<file path="src/rtl/core/fpa_pkg.sv">
// Shared types and codes for the fixed-partition fit allocator.
package fpa_pkg;

  // Operation codes carried by an input word
  typedef enum logic [1:0] {
    OP_LOAD  = 2'd0,
    OP_ALLOC = 2'd1,
    OP_FREE  = 2'd2,
    OP_NONE  = 2'd3
  } fpa_op_t;

  // Configuration register indexes
  localparam logic CFG_FIT_MODE    = 1'b0;
  localparam logic CFG_BLOCK_COUNT = 1'b1;

  // Fit mode codes
  localparam logic FIT_FIRST = 1'b0;
  localparam logic FIT_BEST  = 1'b1;

  // Controller states
  typedef enum logic {
    ST_IDLE,
    ST_SEARCH
  } fpa_state_t;

  // Input word
  typedef struct packed {
    logic [1:0]  operation;
    logic [3:0]  slot_index;
    logic [15:0] size_value;
  } fpa_in_t;

  // Result word
  typedef struct packed {
    logic       granted;
    logic [3:0] granted_index;
  } fpa_out_t;

  // Broadcast controls from the controller to every cell
  typedef struct packed {
    logic       load_en;
    logic [3:0] load_slot;
    logic       free_all;
    logic       fit_mode;
    logic [4:0] block_count;
  } fpa_ctl_t;

endpackage

</file>
<file path="src/rtl/core/fpa_cell.sv">
// One partition cell: holds a size and an allocated mark, refines the passing search word.
module fpa_cell import fpa_pkg::*; #(
  parameter int INDEX     = 0,
  parameter int IDX_W     = 4,
  parameter int SIZE_BITS = 16
) (
  input  logic                 clk,
  input  logic                 rst_n,
  input  fpa_ctl_t             ctl,
  input  logic [SIZE_BITS-1:0] size_in,
  input  logic [SIZE_BITS-1:0] request,
  input  logic                 grant_set,
  input  logic [IDX_W-1:0]     grant_idx,
  input  logic                 vld_in,
  input  logic                 found_in,
  input  logic [IDX_W-1:0]     idx_in,
  input  logic [SIZE_BITS-1:0] bsize_in,
  output logic                 vld_out,
  output logic                 found_out,
  output logic [IDX_W-1:0]     idx_out,
  output logic [SIZE_BITS-1:0] bsize_out
);

  localparam logic [8:0]       CELL_NUM = 9'(INDEX);
  localparam logic [IDX_W-1:0] CELL_IDX = IDX_W'(INDEX);

  logic [SIZE_BITS-1:0] size_r;
  logic                 taken_r;
  logic                 vld_r;
  logic                 found_r;
  logic [IDX_W-1:0]     idx_r;
  logic [SIZE_BITS-1:0] bsize_r;

  logic in_range;
  logic fits;
  logic take;
  logic load_hit;

  // Decide whether this partition beats the best seen so far
  always_comb begin
    in_range = {4'b0, ctl.block_count} > CELL_NUM;
    fits     = in_range & ~taken_r & (size_r >= request);
    take     = fits & (~found_in | ((ctl.fit_mode == FIT_BEST) & (size_r < bsize_in)));
    load_hit = ctl.load_en & ({5'b0, ctl.load_slot} == CELL_NUM);
  end

  // Hold the partition size
  always_ff @(posedge clk) begin
    if (load_hit) begin
      size_r <= size_in;
    end
  end

  // Track the allocated mark
  always_ff @(posedge clk) begin
    if (!rst_n) begin
      taken_r <= 1'b0;
    end else if (load_hit || ctl.free_all) begin
      taken_r <= 1'b0;
    end else if (grant_set && (grant_idx == CELL_IDX)) begin
      taken_r <= 1'b1;
    end
  end

  // Advance the search word to the next cell
  always_ff @(posedge clk) begin
    if (!rst_n) begin
      vld_r <= 1'b0;
    end else begin
      vld_r <= vld_in;
    end
  end

  always_ff @(posedge clk) begin
    if (take) begin
      found_r <= 1'b1;
      idx_r   <= CELL_IDX;
      bsize_r <= size_r;
    end else begin
      found_r <= found_in;
      idx_r   <= idx_in;
      bsize_r <= bsize_in;
    end
  end

  assign vld_out   = vld_r;
  assign found_out = found_r;
  assign idx_out   = idx_r;
  assign bsize_out = bsize_r;

endmodule

</file>
<file path="src/rtl/core/fixed_partition_fit_allocator_unit.sv">
// Top level of the fixed-partition fit allocator: controller, config and cell chain.
//
// Usage:
//   Input words (in_valid / in_stall, in_data) carry an operation: load a
//   partition size, allocate a request, or free all partitions. Every input
//   word yields exactly one result word on out_valid / out_stall, out_data.
//   For load, free-all and unused operations the result is in the output
//   register the cycle after acceptance. An allocate launches a search
//   word down a chain of NUM_SLOTS cells, one cell per cycle; the launch is
//   registered in start_r, the word passes every cell register, and its
//   result is written from the chain end into the output register while the
//   granted partition is marked at that same edge. No new input word is
//   accepted until then; other operations leave the block idle.
//   Configuration (cfg_valid / cfg_ready, cfg_index, cfg_data) is always ready;
//   index 0 sets the fit mode (0 first fit, 1 best fit), index 1 the number
//   of partitions searched. Write it only while the block is idle.
//   Reset clears all allocated marks, both config registers and the output
//   valid flag; partition sizes are unknown until loaded. While the receiver
//   stalls, the result word holds and in_stall stays high.
module fixed_partition_fit_allocator_unit import fpa_pkg::*; #(
  parameter int NUM_SLOTS = 16,
  parameter int SIZE_BITS = 16
) (
  input  logic     clk,
  input  logic     rst_n,
  input  logic     in_valid,
  output logic     in_stall,
  input  fpa_in_t  in_data,
  output logic     out_valid,
  input  logic     out_stall,
  output fpa_out_t out_data,
  input  logic     cfg_valid,
  output logic     cfg_ready,
  input  logic     cfg_index,
  input  logic [4:0] cfg_data
);

  localparam int IDX_W = (NUM_SLOTS > 1) ? $clog2(NUM_SLOTS) : 1;

  fpa_state_t state_r, state_nxt;

  logic       fit_mode_r;
  logic [4:0] block_count_r;

  logic                 start_r;
  logic [SIZE_BITS-1:0] req_r;
  logic                 out_valid_r;
  fpa_out_t             out_data_r;

  logic                  accept;
  logic                  is_alloc;
  logic [SIZE_BITS+15:0] size_ext;
  logic [SIZE_BITS-1:0]  size_trim;
  fpa_ctl_t              ctl;
  logic                  search_done;
  logic                  grant_set;
  logic [IDX_W+3:0]      idx_ext;

  logic [NUM_SLOTS:0]   chain_vld;
  logic [NUM_SLOTS:0]   chain_found;
  logic [IDX_W-1:0]     chain_idx   [0:NUM_SLOTS];
  logic [SIZE_BITS-1:0] chain_bsize [0:NUM_SLOTS];

  // Configuration registers
  assign cfg_ready = 1'b1;

  always_ff @(posedge clk) begin
    if (!rst_n) begin
      fit_mode_r    <= FIT_FIRST;
      block_count_r <= 5'd0;
    end else if (cfg_valid && cfg_ready) begin
      case (cfg_index)
        CFG_FIT_MODE:    fit_mode_r    <= cfg_data[0];
        CFG_BLOCK_COUNT: block_count_r <= cfg_data;
        default:         fit_mode_r    <= fit_mode_r;
      endcase
    end
  end

  // Trim the incoming size to the stored width
  assign size_ext  = {{SIZE_BITS{1'b0}}, in_data.size_value};
  assign size_trim = size_ext[SIZE_BITS-1:0];
  assign is_alloc  = (fpa_op_t'(in_data.operation) == OP_ALLOC);

  // Chain end and grant broadcast
  assign search_done = chain_vld[NUM_SLOTS];
  assign grant_set   = search_done & chain_found[NUM_SLOTS];
  assign idx_ext     = {{4{1'b0}}, chain_idx[NUM_SLOTS]};

  // Next state
  always_comb begin
    state_nxt = state_r;
    case (state_r)
      ST_IDLE:   if (accept && is_alloc) state_nxt = ST_SEARCH;
      ST_SEARCH: if (search_done)        state_nxt = ST_IDLE;
      default:   state_nxt = ST_IDLE;
    endcase
  end

  // Handshake outputs
  always_comb begin
    case (state_r)
      ST_IDLE: in_stall = out_valid_r & out_stall;
      default: in_stall = 1'b1;
    endcase
    accept = in_valid & ~in_stall;
  end

  always_ff @(posedge clk) begin
    if (!rst_n) begin
      state_r <= ST_IDLE;
      start_r <= 1'b0;
    end else begin
      state_r <= state_nxt;
      start_r <= accept & is_alloc;
    end
  end

  // Hold the request for the whole search
  always_ff @(posedge clk) begin
    if (accept && is_alloc) begin
      req_r <= size_trim;
    end
  end

  // Broadcast controls to the cells
  always_comb begin
    ctl.load_en     = accept & (fpa_op_t'(in_data.operation) == OP_LOAD);
    ctl.load_slot   = in_data.slot_index;
    ctl.free_all    = accept & (fpa_op_t'(in_data.operation) == OP_FREE);
    ctl.fit_mode    = fit_mode_r;
    ctl.block_count = block_count_r;
  end

  // Launch word into the first cell
  assign chain_vld[0]   = start_r;
  assign chain_found[0] = 1'b0;
  assign chain_idx[0]   = '0;
  assign chain_bsize[0] = '0;

  // Chain of partition cells
  for (genvar i = 0; i < NUM_SLOTS; i++) begin : g_cell
    fpa_cell #(
      .INDEX     (i),
      .IDX_W     (IDX_W),
      .SIZE_BITS (SIZE_BITS)
    ) u_cell (
      .clk       (clk),
      .rst_n     (rst_n),
      .ctl       (ctl),
      .size_in   (size_trim),
      .request   (req_r),
      .grant_set (grant_set),
      .grant_idx (chain_idx[NUM_SLOTS]),
      .vld_in    (chain_vld[i]),
      .found_in  (chain_found[i]),
      .idx_in    (chain_idx[i]),
      .bsize_in  (chain_bsize[i]),
      .vld_out   (chain_vld[i+1]),
      .found_out (chain_found[i+1]),
      .idx_out   (chain_idx[i+1]),
      .bsize_out (chain_bsize[i+1])
    );
  end

  // Output register: load, free-all and unused operations at accept, allocate at chain end
  always_ff @(posedge clk) begin
    if (!rst_n) begin
      out_valid_r <= 1'b0;
    end else if ((accept && !is_alloc) || search_done) begin
      out_valid_r <= 1'b1;
    end else if (out_valid_r && !out_stall) begin
      out_valid_r <= 1'b0;
    end
  end

  always_ff @(posedge clk) begin
    if (search_done) begin
      out_data_r.granted       <= chain_found[NUM_SLOTS];
      out_data_r.granted_index <= chain_found[NUM_SLOTS] ? idx_ext[3:0] : 4'd0;
    end else if (accept && !is_alloc) begin
      out_data_r.granted       <= 1'b0;
      out_data_r.granted_index <= 4'd0;
    end
  end

  assign out_valid = out_valid_r;
  assign out_data  = out_data_r;

  // At most one search word travels the chain
  a_one_word: assert property (@(posedge clk) disable iff (!rst_n)
    $onehot0(chain_vld))
    else $error("more than one search word in the chain");

  // A search word only reaches the end while searching
  a_done_in_search: assert property (@(posedge clk) disable iff (!rst_n)
    search_done |-> (state_r == ST_SEARCH))
    else $error("search ended outside the search state");

  // An accepted allocate launches a search word next cycle
  a_launch: assert property (@(posedge clk) disable iff (!rst_n)
    (accept && is_alloc) |=> (start_r && state_r == ST_SEARCH))
    else $error("allocate did not launch a search");

  // The output register is free when a search finishes
  a_out_free: assert property (@(posedge clk) disable iff (!rst_n)
    search_done |-> !out_valid_r)
    else $error("search result would overwrite a pending word");

  // A finished search always presents a result next cycle
  a_result: assert property (@(posedge clk) disable iff (!rst_n)
    search_done |=> out_valid_r)
    else $error("search result lost");

endmodule

</file>
<file path="config.mk">
export PLATFORM = sky130hd
export DESIGN_NAME = fixed_partition_fit_allocator_unit
export DESIGN_NICKNAME = d
export VERILOG_FILES = /design/src/rtl/core/fpa_pkg.sv /design/src/rtl/core/fpa_cell.sv /design/src/rtl/core/fixed_partition_fit_allocator_unit.sv
export SDC_FILE = /design/constraint.sdc
export NUM_CORES = 1
export LEC_CHECK = 0
export CORE_MARGIN = 2
export CORE_UTILIZATION = 60
export CTS_BUF_LIST = sky130_fd_sc_hd__clkbuf_8
export DETAILED_ROUTE_END_ITERATION = 10
export DONT_BUFFER_PORTS = 1
export PLACE_DENSITY = 0.79
export REMOVE_ABC_BUFFERS = 1
export SYNTH_ARGS = -nofsm -noshare
export SYNTH_HDL_FRONTEND = slang
export SYNTH_SLANG_ARGS = --single-unit
</file>
<file path="constraint.sdc">
create_clock -name clk -period 3.4 [get_ports clk]
set_input_delay 0.51 -clock clk [delete_from_list [all_inputs] [get_ports clk]]
set_output_delay 0.51 -clock clk [all_outputs]
set_load 0.05 [all_outputs]
</file>
==> impl_metrics.csv <==
group,metric,value,unit
run_status,status,"completed",
timing,hold_viol_final,0,
logic_synthesis,synth_edf_count,277,
global_route,antenna_found_initial,5,
drt,dr_total_vias,20900,
pwr,finalPower,0.0176,W
worst_setup_path,reg2reg_depth,9,
drt,wire_per_inst,23.4,um
global_route,top_usage_layer,"met2",
layout,area_delta_synth_final,12.6,%
pwr,power_density,512,nW/um^2
drt,drc_errors,0,
global_route,grt_use_met3,5.25,%
global_route,grt_max_degree,26,
clock_tree,root_buffer,"clkbuf_8",
global_route,grt_use_total,31.1,%
die,row_count,82,
die,core_area,50200,sq um
clock_tree,cts_htree_levels,3,
logic_synthesis,synthArstFlopShare,0,%
worst_setup_path,cp-end-kind,"flop",
clock_tree,path_clk_slew,0.07,ns
pwr,intPower,0.0131,W
drt,drtIter0Drc,1623,
logic_synthesis,yosys_warnings,0,
pwr,power.share.clock,39.1,%
layout,layout-drive-gt1-share,17.7,%
pwr,comb_power_share,11.0,%
timing,setup_tns,0,ns
drt,firstDrtPassIters,5,
logic_synthesis,synth_area_leaders,"edfxtp_1 27%, dfxtp_1 23%, ha_1 20%",
timing,min_period,3.28,ns
worst_setup_path,critPathKind,"flop to flop",
worst_setup_path,startpoint_type,"flop",
global_route,use_met2,52.6,%
worst_setup_path,reg2reg_slack,0.12,ns
logic_synthesis,synthesis.area,30500,sq um
logic_synthesis,ys_types,68,
worst_setup_path,r2r_start,"req_r[1]",
logic_synthesis,yosysMostFrequentCell,"ha_1",
timing,relSlewSlack,18.2,%
global_route,grt_pass1_vias,21900,
clock_tree,cts_tree,"built",
worst_setup_path,critPathArrivalTime,3.86,ns
timing,final.setup_skew,0.0467,ns
logic_synthesis,synth-seq-cells,623,
clock_tree,clkSinkCount,623,
timing,slew_violations,0,
logic_synthesis,syn-instance-count,2537,
pwr,p_leak,14.5,nW
pwr,switching_share,25.6,%
layout,final_cells,3472,
global_route,gr-usage-met1,38.0,%
global_route,grt-ovfl-total,0,
worst_setup_path,required,3.98,ns
place,port_buffers,0,
logic_synthesis,synth_ff_type,"dfxtp_1",
place,place.gp.congestion,0.929,
clock_tree,ctsResizeCount,0,
worst_setup_path,cp_max_fo,12,
timing,finalSetupViolCount,0,
place,post-place-cells,3251,
logic_synthesis,seq_area_frac_synth,50.0,%
worst_hold_path,min-delay-start,"in_data[12]",
clock_tree,cts_made_buffers,101,
worst_setup_path,worstReg2RegEnd,"g_cell[14].u_cell.bsize_out[11]",
logic_synthesis,yosys.area.top_type_share,27.3,%
logic_synthesis,yosysTopAreaCell,"edfxtp_1",
global_route,grt_pass1_wl,124000,um
die,initial_utilization,60.8,%
pwr,ir_drop,0.454,mV
place,post-dp-hpwl,56600,um
layout,fin_nets,3225,
pwr,p_seq_share,49.9,%
clock_tree,cts_buffer_depth,3,
timing,fmax,305,MHz
logic_synthesis,postSynthAreaPerCell,12.0,sq um
timing,post-route-period-util,96.5,%
clock_tree,holdBufCountCts,28,
worst_hold_path,hold_path_end,"g_cell[15].u_cell.size_r[12]",
clock_tree,clk_latency,0.72,ns
timing,rsz0062_at_grt,"no",
drt,viasPerCell,6.01,
worst_hold_path,timing.hold.worst.class,"input port to flop",
worst_hold_path,whs_path_depth,1,
drt,totalWireLength,81300,um
die,ios,41,
pwr,power.switching,0.00450,W
die,die_area,52600,sq um
logic_synthesis,yosys-top-cells-count,"481 x ha_1, 346 x dfxtp_1, 277 x edfxtp_1, 268 x inv_1, 197 x mux2_2",
timing,worst_pin_slew,1.22,ns
die,dieHeight,229,um
clock_tree,post_cts_buffers,0,
job,drv_cap,0,
die,die_w,229,um
drt,ant_nets,0,
[state kept, by name, indices dropped and copies added (netlist names)]
name                     cells
g_cell.u_cell.bsize_out    240
start_r                      1
g_cell.u_cell.size_r       256
g_cell.u_cell.found_out     16
fit_mode_r                   1
out_valid                    1
state_r                      1
g_cell.u_cell.idx_out       49
g_cell.u_cell.taken_r       16
block_count_r                5
g_cell.u_cell.vld_out       16
out_data                     5
req_r                       16
[critical path: stages, from the launching register on]
cell	delay (ns)
edfxtp_1	0.36
inv_1	0.10
buf_4	0.24
ha_1	0.26
a2111oi_0	0.76
o41ai_1	0.19
o41ai_1	0.44
or3_1	0.21
buf_4	0.20
mux2_2	0.36
[logic make-up (layout without fill, tap and decap cells)]
kind of cell | count (synthesis) | after routing | share of synthesized area [%]
other | 1 | 4 | 0.0123
adders and majority gates | 481 | 481 | 19.7
muxes | 224 | 224 | 8.53
DFF | 623 | 623 | 50.0
buffers and inverters | 301 | 561 | 3.97
and+or+nand+nor | 477 | 477 | 8.43
AOI/OAI and AO/OA | 430 | 430 | 9.30
[cells in the final DEF, fill, tap and decap left out, types with 6 or more instances in the layout]
cell / Yosys / routed
nand2_1: 74 / 74
nor2b_1: 30 / 30
dfxtp_1: 346 / 346
a21oi_1: 137 / 136
edfxtp_1: 277 / 277
buf_12: 0 / 15
nand2b_1: 55 / 55
a211o_1: 16 / 16
nand3_1: 38 / 38
and2_1: 46 / 46
clkinv_2: 0 / 24
dlygate4sd3_1: 0 / 18
bufinv_16: 0 / 7
o41ai_1: 6 / 6
or3_1: 7 / 7
ha_1: 481 / 481
inv_1: 268 / 293
a21o_1: 47 / 47
o21ai_0: 68 / 67
o31ai_1: 7 / 7
o21a_1: 10 / 10
nor2_1: 87 / 87
buf_4: 6 / 71
a211oi_1: 35 / 34
a21boi_0: 15 / 15
nand4_1: 59 / 59
clkinv_1: 0 / 6
clkbuf_8: 0 / 121
a2111oi_0: 11 / 11
o211ai_1: 19 / 19
mux2_4: 22 / 22
nor4_1: 7 / 7
a31oi_1: 17 / 17
mux2_2: 197 / 197
and3_1: 6 / 6
or2_2: 12 / 12
nor3_1: 32 / 27
[layout make-up]
type | count | area (sq um)
multi-input combinational | 1613 | 14100
sequential | 623 | 15200
clock inverter | 68 | 493
antenna | 3 | 7.51
fill | 3492 | 15800
timing repair buffer | 104 | 1010
inverter | 268 | 1010
clock buffer | 121 | 1670
tap | 672 | 841
[worst max-delay path by stage]
stage	endpoint	from	depth (start not counted)
final	g_cell[14].u_cell.bsize_out[11]	req_r[1]	9
after global routing	g_cell[14].u_cell.bsize_out[9]	req_r[1]	9
after CTS	g_cell[14].u_cell.bsize_out[11]	req_r[1]	9
after detailed placement	g_cell[11].u_cell.bsize_out[9]	req_r[2]	11
after global placement	g_cell[12].u_cell.idx_out[2]	req_r[2]	11
after floorplan	g_cell[10].u_cell.bsize_out[10]	req_r[13]	9
[per-stage QoR]
stage | cell area (sq um) | hold WS [ns] | setup slack, ns | util, %
3_5_place_dp | 31800 | 0.399 | 0.342 | 63.3
2_1_floorplan | 30300 | 0.385 | -0.142 | -
6_report | 34300 | 0.0971 | 0.120 | 68.4
4_1_cts | 34300 | 0.000420 | 0.207 | 68.4
5_1_grt | 34300 | 0.0703 | 0.0818 | 68.4
3_3_place_gp | 31800 | 0.396 | 0.397 | 63.3
[layer usage]
metal	up-vias	wire length, um
li1	9675	-
met1	10100	32300
met2	825	38900
met3	267	5640
met4	0	4480
met5	-	0
[power by group through the flow]
| stage | Sequential, W | Clock, W | Combinational [W] |
|---|---|---|---|
| final | 0.00876 | 0.00687 | 0.00193 |
| after global placement | 0.00891 | 0 | 0.00163 |
| after global routing | 0.00880 | 0.00724 | 0.00215 |
| after detailed placement | 0.00891 | 0 | 0.00174 |
| after floorplan | 0.00871 | 0 | 0.00131 |
| after CTS | 0.00875 | 0.00693 | 0.00192 |
(Power assumes the default switching activity.)
